`src/jss_pkg.sv`:
```
package jss_pkg;

	localparam int CHUNK_BITS  = 32;
	localparam int PULSE_LIMIT = 32;
	localparam int CNT_CAP     = (CHUNK_BITS < PULSE_LIMIT) ? CHUNK_BITS : PULSE_LIMIT;
	localparam int CNT_W       = $clog2(CNT_CAP + 1);
	localparam int DATA_W      = 32;

	typedef logic [3:0] tap_state_t;

	localparam tap_state_t TAP_TLR        = 4'd0;
	localparam tap_state_t TAP_RTI        = 4'd1;
	localparam tap_state_t TAP_SEL_DR     = 4'd2;
	localparam tap_state_t TAP_CAPTURE_DR = 4'd3;
	localparam tap_state_t TAP_SHIFT_DR   = 4'd4;
	localparam tap_state_t TAP_EXIT1_DR   = 4'd5;
	localparam tap_state_t TAP_PAUSE_DR   = 4'd6;
	localparam tap_state_t TAP_EXIT2_DR   = 4'd7;
	localparam tap_state_t TAP_UPDATE_DR  = 4'd8;
	localparam tap_state_t TAP_SEL_IR     = 4'd9;
	localparam tap_state_t TAP_CAPTURE_IR = 4'd10;
	localparam tap_state_t TAP_SHIFT_IR   = 4'd11;
	localparam tap_state_t TAP_EXIT1_IR   = 4'd12;
	localparam tap_state_t TAP_PAUSE_IR   = 4'd13;
	localparam tap_state_t TAP_EXIT2_IR   = 4'd14;
	localparam tap_state_t TAP_UPDATE_IR  = 4'd15;

	localparam logic OP_MOVE  = 1'b0;
	localparam logic OP_SHIFT = 1'b1;

	// TAP controller successor table, entry is {tms=0, tms=1}
	function automatic tap_state_t tap_next(input tap_state_t cur, input logic tms_lvl);
		tap_state_t nxt0;
		tap_state_t nxt1;
		unique case (cur)
			TAP_TLR:        begin nxt0 = TAP_RTI;        nxt1 = TAP_TLR;       end
			TAP_RTI:        begin nxt0 = TAP_RTI;        nxt1 = TAP_SEL_DR;    end
			TAP_SEL_DR:     begin nxt0 = TAP_CAPTURE_DR; nxt1 = TAP_SEL_IR;    end
			TAP_CAPTURE_DR: begin nxt0 = TAP_SHIFT_DR;   nxt1 = TAP_EXIT1_DR;  end
			TAP_SHIFT_DR:   begin nxt0 = TAP_SHIFT_DR;   nxt1 = TAP_EXIT1_DR;  end
			TAP_EXIT1_DR:   begin nxt0 = TAP_PAUSE_DR;   nxt1 = TAP_UPDATE_DR; end
			TAP_PAUSE_DR:   begin nxt0 = TAP_PAUSE_DR;   nxt1 = TAP_EXIT2_DR;  end
			TAP_EXIT2_DR:   begin nxt0 = TAP_SHIFT_DR;   nxt1 = TAP_UPDATE_DR; end
			TAP_UPDATE_DR:  begin nxt0 = TAP_RTI;        nxt1 = TAP_SEL_DR;    end
			TAP_SEL_IR:     begin nxt0 = TAP_CAPTURE_IR; nxt1 = TAP_TLR;       end
			TAP_CAPTURE_IR: begin nxt0 = TAP_SHIFT_IR;   nxt1 = TAP_EXIT1_IR;  end
			TAP_SHIFT_IR:   begin nxt0 = TAP_SHIFT_IR;   nxt1 = TAP_EXIT1_IR;  end
			TAP_EXIT1_IR:   begin nxt0 = TAP_PAUSE_IR;   nxt1 = TAP_UPDATE_IR; end
			TAP_PAUSE_IR:   begin nxt0 = TAP_PAUSE_IR;   nxt1 = TAP_EXIT2_IR;  end
			TAP_EXIT2_IR:   begin nxt0 = TAP_SHIFT_IR;   nxt1 = TAP_UPDATE_IR; end
			TAP_UPDATE_IR:  begin nxt0 = TAP_RTI;        nxt1 = TAP_SEL_DR;    end
			default:        begin nxt0 = TAP_TLR;        nxt1 = TAP_TLR;       end
		endcase
		return tms_lvl ? nxt1 : nxt0;
	endfunction

endpackage

```
`src/jss_tap_step.sv`:
```
// One TCK pulse: pick the TMS level toward a goal and advance the TAP state.
module jss_tap_step (
	input  jss_pkg::tap_state_t cur_state,
	input  jss_pkg::tap_state_t target,
	input  logic                use_target,
	output logic                tms_lvl,
	output jss_pkg::tap_state_t succ_state
);

	jss_pkg::tap_state_t goal;

	// hold goal is the current state itself
	assign goal       = use_target ? target : cur_state;
	assign tms_lvl    = (jss_pkg::tap_next(cur_state, 1'b0) == goal) ? 1'b0 : 1'b1;
	assign succ_state = jss_pkg::tap_next(cur_state, tms_lvl);

endmodule

```
`src/jtag_scan_sequencer.sv`:
```
// JTAG master tracking the TAP controller from Test-Logic-Reset. A move item gives one
// TCK pulse; a shift item of n bits (n saturated to 32, zero gives no pulse) gives n
// pulses, one per cycle while the output is not stalled, as the single TAP step unit
// and the TDI shift register step once per pulse. The input is not ready from the
// transfer of an item until its pulses are issued, so a new item waits for the last.
// The input is ready again once the last pulse of an item has been issued into the
// output register; a stalled output holds pulse generation.
module jtag_scan_sequencer (
	input  logic                          clk,
	input  logic                          arst_n,
	input  logic                          in_valid,
	output logic                          in_ready,
	input  logic                          operation,
	input  logic [3:0]                    target_state,
	input  logic [jss_pkg::DATA_W-1:0]    data_word,
	input  logic [5:0]                    bit_count,
	input  logic                          last_chunk,
	output logic                          out_valid,
	input  logic                          out_ready,
	output logic                          tms,
	output logic                          tdi,
	output logic [3:0]                    tap_state_after,
	output logic                          last_pulse
);

	localparam logic [5:0]              CAP6 = 6'(jss_pkg::CNT_CAP);
	localparam logic [jss_pkg::CNT_W-1:0] ONE = jss_pkg::CNT_W'(1);

	jss_pkg::tap_state_t           state_q;
	jss_pkg::tap_state_t           target_q;
	logic [jss_pkg::DATA_W-1:0]    data_q;
	logic [jss_pkg::CNT_W-1:0]     remain_q;
	logic                          exit_q;
	logic                          out_valid_q;

	logic                          busy;
	logic                          fire;
	logic                          final_pulse;
	logic                          step_tms;
	jss_pkg::tap_state_t           step_next;
	logic [5:0]                    sat_count;

	assign busy        = (remain_q != '0);
	assign in_ready    = !busy;
	assign fire        = busy && (!out_valid_q || out_ready);
	assign final_pulse = (remain_q == ONE);
	assign sat_count   = (bit_count > CAP6) ? CAP6 : bit_count;

	jss_tap_step u_step (
		.cur_state  (state_q),
		.target     (target_q),
		.use_target (final_pulse && exit_q),
		.tms_lvl    (step_tms),
		.succ_state (step_next)
	);

	always_ff @(posedge clk or negedge arst_n) begin
		if (!arst_n) begin
			state_q     <= jss_pkg::TAP_TLR;
			remain_q    <= '0;
			out_valid_q <= 1'b0;
		end else begin
			if (in_valid && in_ready) begin
				if (operation == jss_pkg::OP_MOVE) begin
					remain_q <= ONE;
				end else begin
					remain_q <= sat_count[jss_pkg::CNT_W-1:0];
				end
			end else if (fire) begin
				remain_q <= remain_q - ONE;
			end
			if (fire) begin
				state_q     <= step_next;
				out_valid_q <= 1'b1;
			end else if (out_ready) begin
				out_valid_q <= 1'b0;
			end
		end
	end

	always_ff @(posedge clk) begin
		if (in_valid && in_ready) begin
			target_q <= target_state;
			if (operation == jss_pkg::OP_MOVE) begin
				data_q <= '0;
				exit_q <= 1'b1;
			end else begin
				data_q <= data_word;
				exit_q <= last_chunk;
			end
		end else if (fire) begin
			data_q <= data_q >> 1;
		end
		if (fire) begin
			tms             <= step_tms;
			tdi             <= data_q[0];
			tap_state_after <= step_next;
			last_pulse      <= final_pulse;
		end
	end

	assign out_valid = out_valid_q;

endmodule
```
`config.mk`:
```
export PLATFORM = sky130hd
export DESIGN_NAME = jtag_scan_sequencer
export DESIGN_NICKNAME = d
export VERILOG_FILES = /design/src/jss_pkg.sv /design/src/jss_tap_step.sv /design/src/jtag_scan_sequencer.sv
export SDC_FILE = /design/constraint.sdc
export NUM_CORES = 1
export LEC_CHECK = 0
export ABC_AREA = 0
export BUFFER_PORTS_ARGS = -buffer_cell sky130_fd_sc_hd__buf_4
export CAP_MARGIN = 5
export CORE_MARGIN = 2
export CORE_UTILIZATION = 31
export DETAILED_ROUTE_END_ITERATION = 16
export PLACE_DENSITY = 0.49
export SYNTH_ARGS = -nofsm -noshare
export SYNTH_HDL_FRONTEND = slang
export SYNTH_HIERARCHICAL = 1
export SYNTH_SLANG_ARGS = --single-unit
export TNS_END_PERCENT = 100
```
`constraint.sdc`:
```
create_clock -name clk -period 4.4 [get_ports clk]
set_input_delay 0.88 -clock clk [delete_from_list [all_inputs] [get_ports clk]]
set_output_delay 0.88 -clock clk [all_outputs]
set_load 0.005 [all_outputs]
```
After elaboration in Yosys (flattened, before gate mapping)
Memory sizes are Yosys's and may differ from the RTL's.
Cells that the tools add are included.

cells by class
  reductions and logical operators = 9
  order comparisons = 1
  eq/ne operators = 2
  add/subtract/negate cells = 1
  mux-type cells = 12

operators with widths
  kind                                                 number
  2-to-1 mux 32 bit                                    3
  2-to-1 mux 6 bit                                     4
  2-to-1 mux 4 bit                                     2
  equality test 6 x 1 -> 1 bit, second input constant  1
  > comparator 6 bit, second input constant            1
  nonzero test 6 bit                                   1
  subtractor 6 x 1 -> 6 bit, second input constant     1
  equality test 4 bit                                  1
  nonzero test 2 bit                                   2
  logical AND 1 bit                                    3
  2-to-1 mux 1 bit                                     3
  zero test 1 bit                                      2
  logical OR 1 bit                                     1

word-level totals
  word-level logic and storage cells = 37
  bits in read-only memories = 256
  memories = 2
  flip-flop bits (word level) = 55

memory list
  memory            depth  width  rd ports  clocked after memory_dff  wr ports  line           text
  (name not given)  16     8      1         0                         0         jss_pkg.sv:35  unique case (cur)
  (name not given)  16     8      1         0                         0         jss_pkg.sv:35

Logic depth before layout (Yosys ltp)
Gate-level depths: netlist (run 1).

  depth after elaboration = 5
  gate-level depth with buffers = 12

Cells and area by module
The synthesis (run 1) kept the hierarchy.

modules (own cells, without submodules)
  module               area an instance (um2)  seq. area each (um2)  times used  cells each
  jtag_scan_sequencer  2428.6                  1596.5                1           213
  jss_tap_step         430.4                   0.0                   1           59

Least setup slack after synthesis (run 1)
OpenSTA, ideal clock, no wires.

  path type = flip-flop to flip-flop
  from = reg remain_q[0] (netlist bit)
  to = reg data_q[0] (netlist bit), enable pin
  required time = 3973 ps
  cell stages (with the launch flop) = 6
  arrival = 2667 ps
  setup slack = 1306 ps
  cell sequence = dfrtp_1 -> inv_1 -> ha_1 -> nor3b_1 -> a21o_1 -> nor2b_1

on the way
  longest elaborated chain between the ends = 4
  elaborated cells on any way between the ends = 5
  classes of those cells = reduce/logical (5)

ends and longest elaborated chain
  what                            line                       text
  start: declaration              jtag_scan_sequencer.sv:32  logic [jss_pkg::CNT_W-1:0] remain_q;
  start signal: assignment        jtag_scan_sequencer.sv:67  remain_q <= sat_count[jss_pkg::CNT_W-1:0];
  start signal: assignment        jtag_scan_sequencer.sv:70  remain_q <= remain_q - ONE;
  nonzero test 6 bit *            jtag_scan_sequencer.sv:43  assign busy = (remain_q != '0);
  zero test 1 bit                 jtag_scan_sequencer.sv:44  assign in_ready = !busy;
  logical AND 1 bit               jtag_scan_sequencer.sv:82  if (in_valid && in_ready) begin
  nonzero test 2 bit (no line) *  -
  end signal: assignment          jtag_scan_sequencer.sv:88  data_q <= data_word;
  end signal: assignment          jtag_scan_sequencer.sv:92  data_q <= data_q >> 1;
  end: declaration                jtag_scan_sequencer.sv:31  logic [jss_pkg::DATA_W-1:0] data_q;

Mark *: on every way between the ends. The rest lies on a longest branch, timed or not.
A chain may end at the register's enable or synchronous reset.

Worst setup path in the final report (run 1)
  from = reg remain_q[5] (netlist bit)
  to = reg state_q[1]

on the way
  longest elaborated chain between the ends = 5
  elaborated cells on any way between the ends = 7
  classes of those cells = eq/ne (2); mux (2); reduce/logical (3)

ends and longest elaborated chain
  what                          line                       text
  equality test 6 x 1 -> 1 bit  jtag_scan_sequencer.sv:46  assign final_pulse = (remain_q == ONE);
  logical AND 1 bit             jtag_scan_sequencer.sv:52  .use_target (final_pulse && exit_q),
  2-to-1 mux 4 bit              jss_tap_step.sv:13         assign goal = use_target ? target : cur_state;
  equality test 4 bit           jss_tap_step.sv:14         assign tms_lvl = (jss_pkg::tap_next(cur_state, 1'b0) == goal) ? 1'b0 : 1'b1;
  2-to-1 mux 4 bit              jss_pkg.sv:54              return tms_lvl ? nxt1 : nxt0;
  via step_next[1]              jtag_scan_sequencer.sv:40  jss_pkg::tap_state_t step_next;
  end signal: assignment        jtag_scan_sequencer.sv:59  state_q <= jss_pkg::TAP_TLR;
  end signal: assignment        jtag_scan_sequencer.sv:73  state_q <= step_next;
  end: declaration              jtag_scan_sequencer.sv:29  jss_pkg::tap_state_t state_q;

The timed path passes the listed nets, and every way through them passes these cells.

==> results.tsv, run 1 <==
stage	metric	value	unit
outcome	result of the run	finished clean	
yosys	average instance area after synthesis	10.5	sq um
setup_path	Worst setup endpoint	state_q[1]	
route	Post-DRT Antenna Nets	0	
clocking	buffer depth of the longest clock path	2	
timing	worst setup skew after layout	0.0129	ns
grt	global-route wire length before repair	9970	um
route	final wirelength	6010	um
timing	worst relative slew slack	37.4	%
timing	Pins Over Slew Limit	0	
grt	global-route track usage on met3	2.86	%
grt	antenna violations before repair	0	
timing	achievable clock frequency	0.361	GHz
setup_path	critical path capture point type	flip-flop	
clocking	CTS tree	done	
pwr	power density cells	582	nW/um^2
pwr	sequential share of power	47.1	%
cells_and_area	combined area of the multi-input logic cells	1160	sq um
yosys	count of different cell masters after synthesis	47	
yosys	async set-reset flop share out of synthesis	20.0	%
setup_path	Critical Path Start Type	flip-flop	
floorplanning	Die Footprint	10000	sq um
grt	Global Route met2 Usage	21.0	%
pwr	net switching power	0.000729	W
floorplanning	number of placement rows	35	
floorplanning	initial cell density of the core	31.4	%
route	detailed-router iteration count before antenna repair	4	
pwr	proportion of total power due to net switching	36.4	%
pwr	highest ir drop seen on vdd	172	uV
route	via count normalized by instance count	4.82	
route	Detailed Route Iter0 Violations	85	
setup_path	end of the worst register-to-register path	state_q[1]	
grt	overflow left after global routing	0	
clocking	quantity of hold-fixing buffers added after cts	0	
clocking	CTS Sinks	55	
grt	overall track demand over capacity in global routing	12.6	%
route	overall via count from detail_route	2093	
setup_path	Crit path top cell by count	sky130_fd_sc_hd__mux2_1	
setup_path	Worst Path Class, Setup	reg -> reg	
setup_path	sequence of cells on the critical path	nor4_4 -> and3_1 -> mux2i_1 -> xnor2_1 -> o2111ai_2 -> nor2_4 -> mux2_1 -> mux2_1	
yosys	ys flop type	sky130_fd_sc_hd__edfxtp_1	
setup_path	number of cells on the worst reg-to-reg path	8	
placement	Final GP Congestion	0.788	
setup_path	reg-to-reg startpoint	remain_q[5]	
grt	maximum number of pins on one net before global-route repair	44	
yosys	#FFs+latches synth	55	
clocking	number of buffers inserted during clock tree synthesis	5	
cells_and_area	antenna diode count	0	
grt	via count of the first global-routing pass	2030	
yosys	share of synthesized area occupied by flip-flops and latches	55.8	%
yosys	area of the mapped netlist	2860	sq um
setup_path	crit path max fanout	8	
pwr	cell leakage power	1.47	nW
grt	most used routing layer in global routing	met2	
yosys	number of enable-type register cells in the synthesized netlist	44	
floorplanning	Die Span X	100	um
cells_and_area	Final Net Count	377	
timing	post-route clock period utilization	62.9	%
route	# DRC	0	
placement	number of buffers inserted by port buffering	56	
timing	PnR worst setup slack	1.63	ns
pwr	proportion of power drawn by the clock network	14.6	%
cells_and_area	count of filler cells inserted in the layout	936	
route	average wire length per cell after detail routing	13.8	um
setup_path	slowest cell on the critical path	sky130_fd_sc_hd__dfrtp_1	
flow_run	max-capacitance violation count	0	
cells_and_area	final design instance area without fill	3440	sq um
cells_and_area	Sequential cell area	1600	sq um
timing	setup violators final	0	
clocking	post-CTS resize count	0	
setup_path	R2R Setup Slk	1.63	ns
yosys	Post-Synthesis Net Count	327	
placement	detailed placer's ending HPWL	4180	um
cells_and_area	fraction of layout cells with a size suffix above 1	23.8	%
timing	worst slew pin tran	0.936	ns
hold_path	class of the most critical hold timing path	in -> async	
setup_path	Arrival @ worst endpoint	2.96	ns
timing	RSZ-0062 raised after global routing	false	
placement	Post-Place Cell Area	3350	sq um
clocking	Post-CTS Setup Inserts	0	
cells_and_area	Layout Area Growth over Synthesis	20.5	%
timing	minimum clock period after layout	2.77	ns
pwr	internal power consumption	0.00127	W
setup_path	critical path required time	4.59	ns
clocking	H-tree level count	2	
setup_path	Worst setup startpoint	remain_q[5]	
floorplanning	core area	9110	sq um
clocking	clock-pin slew on the worst setup and hold paths	0.10	ns
clocking	CTS root buf	sky130_fd_sc_hd__clkbuf_8	
yosys	synthesized instance count	272	
timing	total negative setup slack	0	ns
timing	Hold Fails Final Rpt	0	
floorplanning	io pins	57	
floorplanning	height of the die	100	um
clocking	clock latency at the later pin of the worst-skew pair	0.32	ns
pwr	proportion of power drawn by combinational gates	38.3	%
placement	Setup WS pre-CTS	1.65	ns
grt	met1 usage	16.3	%
setup_path	largest stage delay on the critical path	0.49	ns
yosys	yosys synthesis warning count	6	
## routing by layer
layer  part of all wire [%]  routed length (um)  vias up
met1                     47                2800      986
met3                    3.4                 206        9
met4                    2.0                 119        0
li1                       -                   -     1060
met5                      0                   0        -
met2                     48                2880       38
## flip-flops by register name (all words and copies together), names as in the netlist
signal / count
target_q: 4
state_q: 4
tms: 1
tdi: 1
exit_q: 1
data_q: 32
last_pulse: 1
remain_q: 6
tap_state_after: 4
out_valid: 1
## through the flow
stage	hold slack [ns]	cells	power (W)	util (%)
5_1_grt	0.386	434	0.00216	37.8
2_1_floorplan	0.400	272	0.00151	-
4_1_cts	0.385	434	0.00202	37.8
6_report	0.390	434	0.00200	37.8
3_3_place_gp	0.405	426	0.00172	36.8
3_5_place_dp	0.422	426	0.00173	36.8
## cell usage in the layout (no fill, tap or decap), drive strengths merged, types with 3 or more instances in the layout
cell type  instances
nand3             36
and3               3
xnor2              5
inv               11
nand2b             4
ha                 7
nor3               4
nor4               3
dfrtp             11
edfxtp            44
buf               57
nor2b              4
o21ai              8
clkbuf             5
nand2             75
nor2               6
mux2i              5
a21oi             10
mux2               6
## logic make-up after synthesis
logic type | share of synthesized area (%)
AOI/OAI and AO/OA | 7.18
xor gates and xnor gates | 1.79
adders and majority gates | 3.06
buffers and inverters | 3.98
DFF | 55.8
muxes | 4.90
and+or+nand+nor | 23.2
## Yosys cell counts (2+ instances only)
master | n | area (sq um)
sky130_fd_sc_hd__mux2_1 | 6 | 67.6
sky130_fd_sc_hd__nand2b_1 | 4 | 25.0
sky130_fd_sc_hd__xnor2_1 | 4 | 35.0
sky130_fd_sc_hd__edfxtp_1 | 44 | 1320
sky130_fd_sc_hd__ha_1 | 7 | 87.6
sky130_fd_sc_hd__o21ai_0 | 6 | 30.0
sky130_fd_sc_hd__mux2i_1 | 5 | 50.1
sky130_fd_sc_hd__clkbuf_1 | 4 | 15.0
sky130_fd_sc_hd__buf_6 | 2 | 22.5
sky130_fd_sc_hd__inv_1 | 8 | 30.0
sky130_fd_sc_hd__a21oi_1 | 8 | 40.0
sky130_fd_sc_hd__nand3_1 | 35 | 175
sky130_fd_sc_hd__and3_1 | 3 | 18.8
sky130_fd_sc_hd__o21ai_1 | 2 | 10.0
sky130_fd_sc_hd__dfrtp_1 | 11 | 275
sky130_fd_sc_hd__nor3_1 | 3 | 15.0
sky130_fd_sc_hd__nor2_1 | 5 | 18.8
sky130_fd_sc_hd__nor4_1 | 2 | 12.5
sky130_fd_sc_hd__nand2_1 | 75 | 282
sky130_fd_sc_hd__nor2b_1 | 4 | 25.0
sky130_fd_sc_hd__a21oi_2 | 2 | 17.5
sky130_fd_sc_hd__buf_2 | 7 | 35.0
## worst min-delay path by stage
stage | cells past startpoint | from | endpoint | slack, ns
6_report | 1 | arst_n | remain_q[2] | 0.39
3_3_place_gp | 0 | data_q[0] | tdi | 0.40
3_5_place_dp | 0 | data_q[0] | tdi | 0.42
5_1_grt | 1 | arst_n | remain_q[2] | 0.39
2_1_floorplan | 0 | data_q[0] | tdi | 0.40
4_1_cts | 1 | arst_n | remain_q[2] | 0.39
## power groups by stage
stage / Combinational, W / Sequential, W / Clock, W
4_1_cts: 0.000776 / 0.000945 / 0.000303
3_3_place_gp: 0.000768 / 0.000951 / 0
3_5_place_dp: 0.000774 / 0.000954 / 0
2_1_floorplan: 0.000598 / 0.000908 / 0
5_1_grt: 0.000867 / 0.000972 / 0.000318
6_report: 0.000767 / 0.000944 / 0.000293
## worst max-delay path, delay by kind of cell, from the launching register on
kind | cells | cell delay, ns
and+or+nand+nor | 3 | 0.93
AOI/OAI and AO/OA | 1 | 0.18
DFF | 1 | 0.49
muxes | 3 | 0.89
xor gates and xnor gates | 1 | 0.15
## area by class of cell
class,instances,area share [%]
flip-flops and latches,55,46.3
multi-input cells,194,33.6
repair buffers,57,12.4
well taps,111,4.03
clock buffers,5,2.00
inverters,9,0.981
clock inverters,3,0.654
Note: power is estimated with default switching activity, not from simulation.
==> run 2, diff against run 1 <==
Clock period 4.4 ns to 2.7 ns, I/O delays scaled along.
==> run 2 against run 1 <==
  * Die area stayed put
  * Fmax rose by 6.9%
  * First-iteration DRC count grew 26%
  * Sequential cell count unchanged
  * Largest cell class unchanged
  * Total power rose by 70%
==> results.tsv, run 2 (synthesis results as in run 1) <==
stage	metric	value	unit
outcome	result of the run	finished clean	
route	Detailed Route Iter0 Violations	107	
floorplanning	Die Footprint	10000	sq um
timing	worst hold margin	0.0560	ns
setup_path	Crit path top cell by count	sky130_fd_sc_hd__mux2_1	
timing	worst relative slew slack	45.1	%
cells_and_area	Sequential cell area	1600	sq um
cells_and_area	Largest register FFs	32	
timing	post-route clock period utilization	95.8	%
clocking	quantity of hold-fixing buffers added after cts	0	
setup_path	Worst Path Buf+Inv	0	
setup_path	Critical Path Start Type	flip-flop	
cells_and_area	count of filler cells inserted in the layout	926	
cells_and_area	commonest non-fill, non-tap cell in the layout	sky130_fd_sc_hd__nand2_1	
placement	Post-Place Cell Area	3450	sq um
grt	overflow left after global routing	0	
route	average wire length per cell after detail routing	14.2	um
cells_and_area	most frequent cells in the layout	sky130_fd_sc_hd__nand2_1, sky130_fd_sc_hd__buf_4, sky130_fd_sc_hd__edfxtp_1	
route	via count normalized by instance count	4.86	
placement	Inst Count DP	439	
timing	Hold Fails Final Rpt	0	
timing	minimum clock period after layout	2.59	ns
grt	overall track demand over capacity in global routing	13.5	%
grt	global-route wire length before repair	10600	um
cells_and_area	final design instance area without fill	3540	sq um
route	# DRC	0	
setup_path	sequence of cells on the critical path	nor4_4 -> and3_4 -> mux2i_1 -> xnor2_1 -> o2111ai_2 -> nor2_4 -> mux2_1 -> mux2_1	
route	Post-DRT Antenna Nets	0	
setup_path	critical path capture point type	flip-flop	
cells_and_area	Util after Layout	38.9	%
pwr	highest ir drop seen on vdd	339	uV
clocking	buffer depth of the longest clock path	2	
placement	number of buffers inserted by port buffering	56	
route	final wirelength	6350	um
timing	setup violators final	0	
route	overall via count from detail_route	2173	
timing	achievable clock frequency	0.386	GHz
setup_path	slowest cell on the critical path	sky130_fd_sc_hd__dfrtp_1	
timing	worst slew pin tran	0.824	ns
floorplanning	core area	9110	sq um
route	detailed-router iteration count before antenna repair	4	
setup_path	R2R Setup Slk	0.11	ns
clocking	Post-CTS Setup Inserts	0	
pwr	internal power consumption	0.00217	W
pwr	power density cells	959	nW/um^2
setup_path	Worst Path Class, Setup	reg -> reg	
floorplanning	initial cell density of the core	31.4	%
setup_path	Arrival @ worst endpoint	2.78	ns
grt	via count of the first global-routing pass	2176	
clocking	CTS tree	done	
pwr	sequential share of power	43.1	%
clocking	number of buffers inserted during clock tree synthesis	5	
flow_run	max-capacitance violation count	0	
placement	Final GP Congestion	0.825	
pwr	proportion of power drawn by combinational gates	43.5	%
setup_path	crit path max fanout	8	
setup_path	reg-to-reg startpoint	remain_q[5]	
floorplanning	io pins	57	
hold_path	class of the most critical hold timing path	in -> async	
grt	antenna violations before repair	0	
setup_path	largest stage delay on the critical path	0.41	ns
clocking	H-tree level count	2	
setup_path	number of cells on the worst reg-to-reg path	8	
cells_and_area	final std cells w/o fill	447	
clocking	clock-pin slew on the worst setup and hold paths	0.09	ns
cells_and_area	Final Net Count	390	
cells_and_area	Layout Area Growth over Synthesis	24.0	%
cells_and_area	fraction of layout cells with a size suffix above 1	26.8	%
pwr	cell leakage power	1.52	nW
timing	Pins Over Slew Limit	0	
floorplanning	Die Span X	100	um
floorplanning	number of placement rows	35	
cells_and_area	antenna diode count	0	
cells_and_area	combined area of the multi-input logic cells	1160	sq um
setup_path	critical path required time	2.90	ns
clocking	CTS Sinks	55	
clocking	CTS root buf	sky130_fd_sc_hd__clkbuf_8	
setup_path	family of cells with the greatest summed delay on the critical path	multiplexers	
pwr	proportion of total power due to net switching	36.1	%
cells_and_area	register with the most flip-flops	data_q	
clocking	clock latency at the later pin of the worst-skew pair	0.31	ns
pwr	net switching power	0.00123	W
floorplanning	height of the die	100	um
placement	detailed placer's ending HPWL	4470	um
cells_and_area	Regs by FF count	data_q x32, remain_q x6	
pwr	proportion of power drawn by the clock network	13.4	%
grt	maximum number of pins on one net before global-route repair	37	
setup_path	end of the worst register-to-register path	state_q[1]	
timing	worst setup skew after layout	0.0103	ns
==> run 2: worst max path at each step <==
stage,slack [ns],end,start,depth (start not counted)
after global placement,0.14,state_q[1],remain_q[5],8
final,0.11,state_q[1],remain_q[5],8
after CTS,0.03,state_q[1],remain_q[5],8
after global routing,-0.002,state_q[2],state_q[1],9
after floorplan,0.16,state_q[1],remain_q[5],9
after detailed placement,0.05,state_q[1],remain_q[5],8
==> run 2: stage by stage <==
stage	worst slack, ns	total power [W]	TNS, ns
after CTS	0.0326	0.00342	0
after floorplan	0.161	0.00245	0
after global routing	-0.00249	0.00368	-0.00249
final	0.112	0.00340	0
after global placement	0.145	0.00293	0
after detailed placement	0.0485	0.00295	0
==> run 2: power by group through the flow <==
| stage | Clock, W | Combinational [W] | Sequential, W |
|---|---|---|---|
| 2_1_floorplan | 0 | 0.000976 | 0.00148 |
| 3_3_place_gp | 0 | 0.00145 | 0.00148 |
| 3_5_place_dp | 0 | 0.00147 | 0.00149 |
| 4_1_cts | 0.000473 | 0.00147 | 0.00147 |
| 5_1_grt | 0.000499 | 0.00167 | 0.00151 |
| 6_report | 0.000454 | 0.00148 | 0.00147 |
==> run 2: cell type report <==
class | instances | share of cell area [%]
clock buffer | 6 | 2.05
inverter | 9 | 0.953
tap | 111 | 3.92
sequential | 55 | 45.0
timing repair buffer | 70 | 14.8
clock inverter | 2 | 0.353
multi-input combinational | 194 | 32.9
==> run 2: layer usage <==
| layer | track usage [%] | routed length, um | vias up |
|---|---|---|---|
| met3 | 2.86 | 258 | 6 |
| li1 | - | - | 1082 |
| met4 | 4.53 | 85 | 0 |
| met1 | 18.3 | 2990 | 1044 |
| met2 | 21.7 | 3010 | 41 |
| met5 | 0 | 0 | - |
==> run 2: repair_timing <==
item	4_1_cts	5_1_grt
endpoints found under the hold margin	0	0
endpoints found under the setup margin	0	3
gates resized for setup	0	4
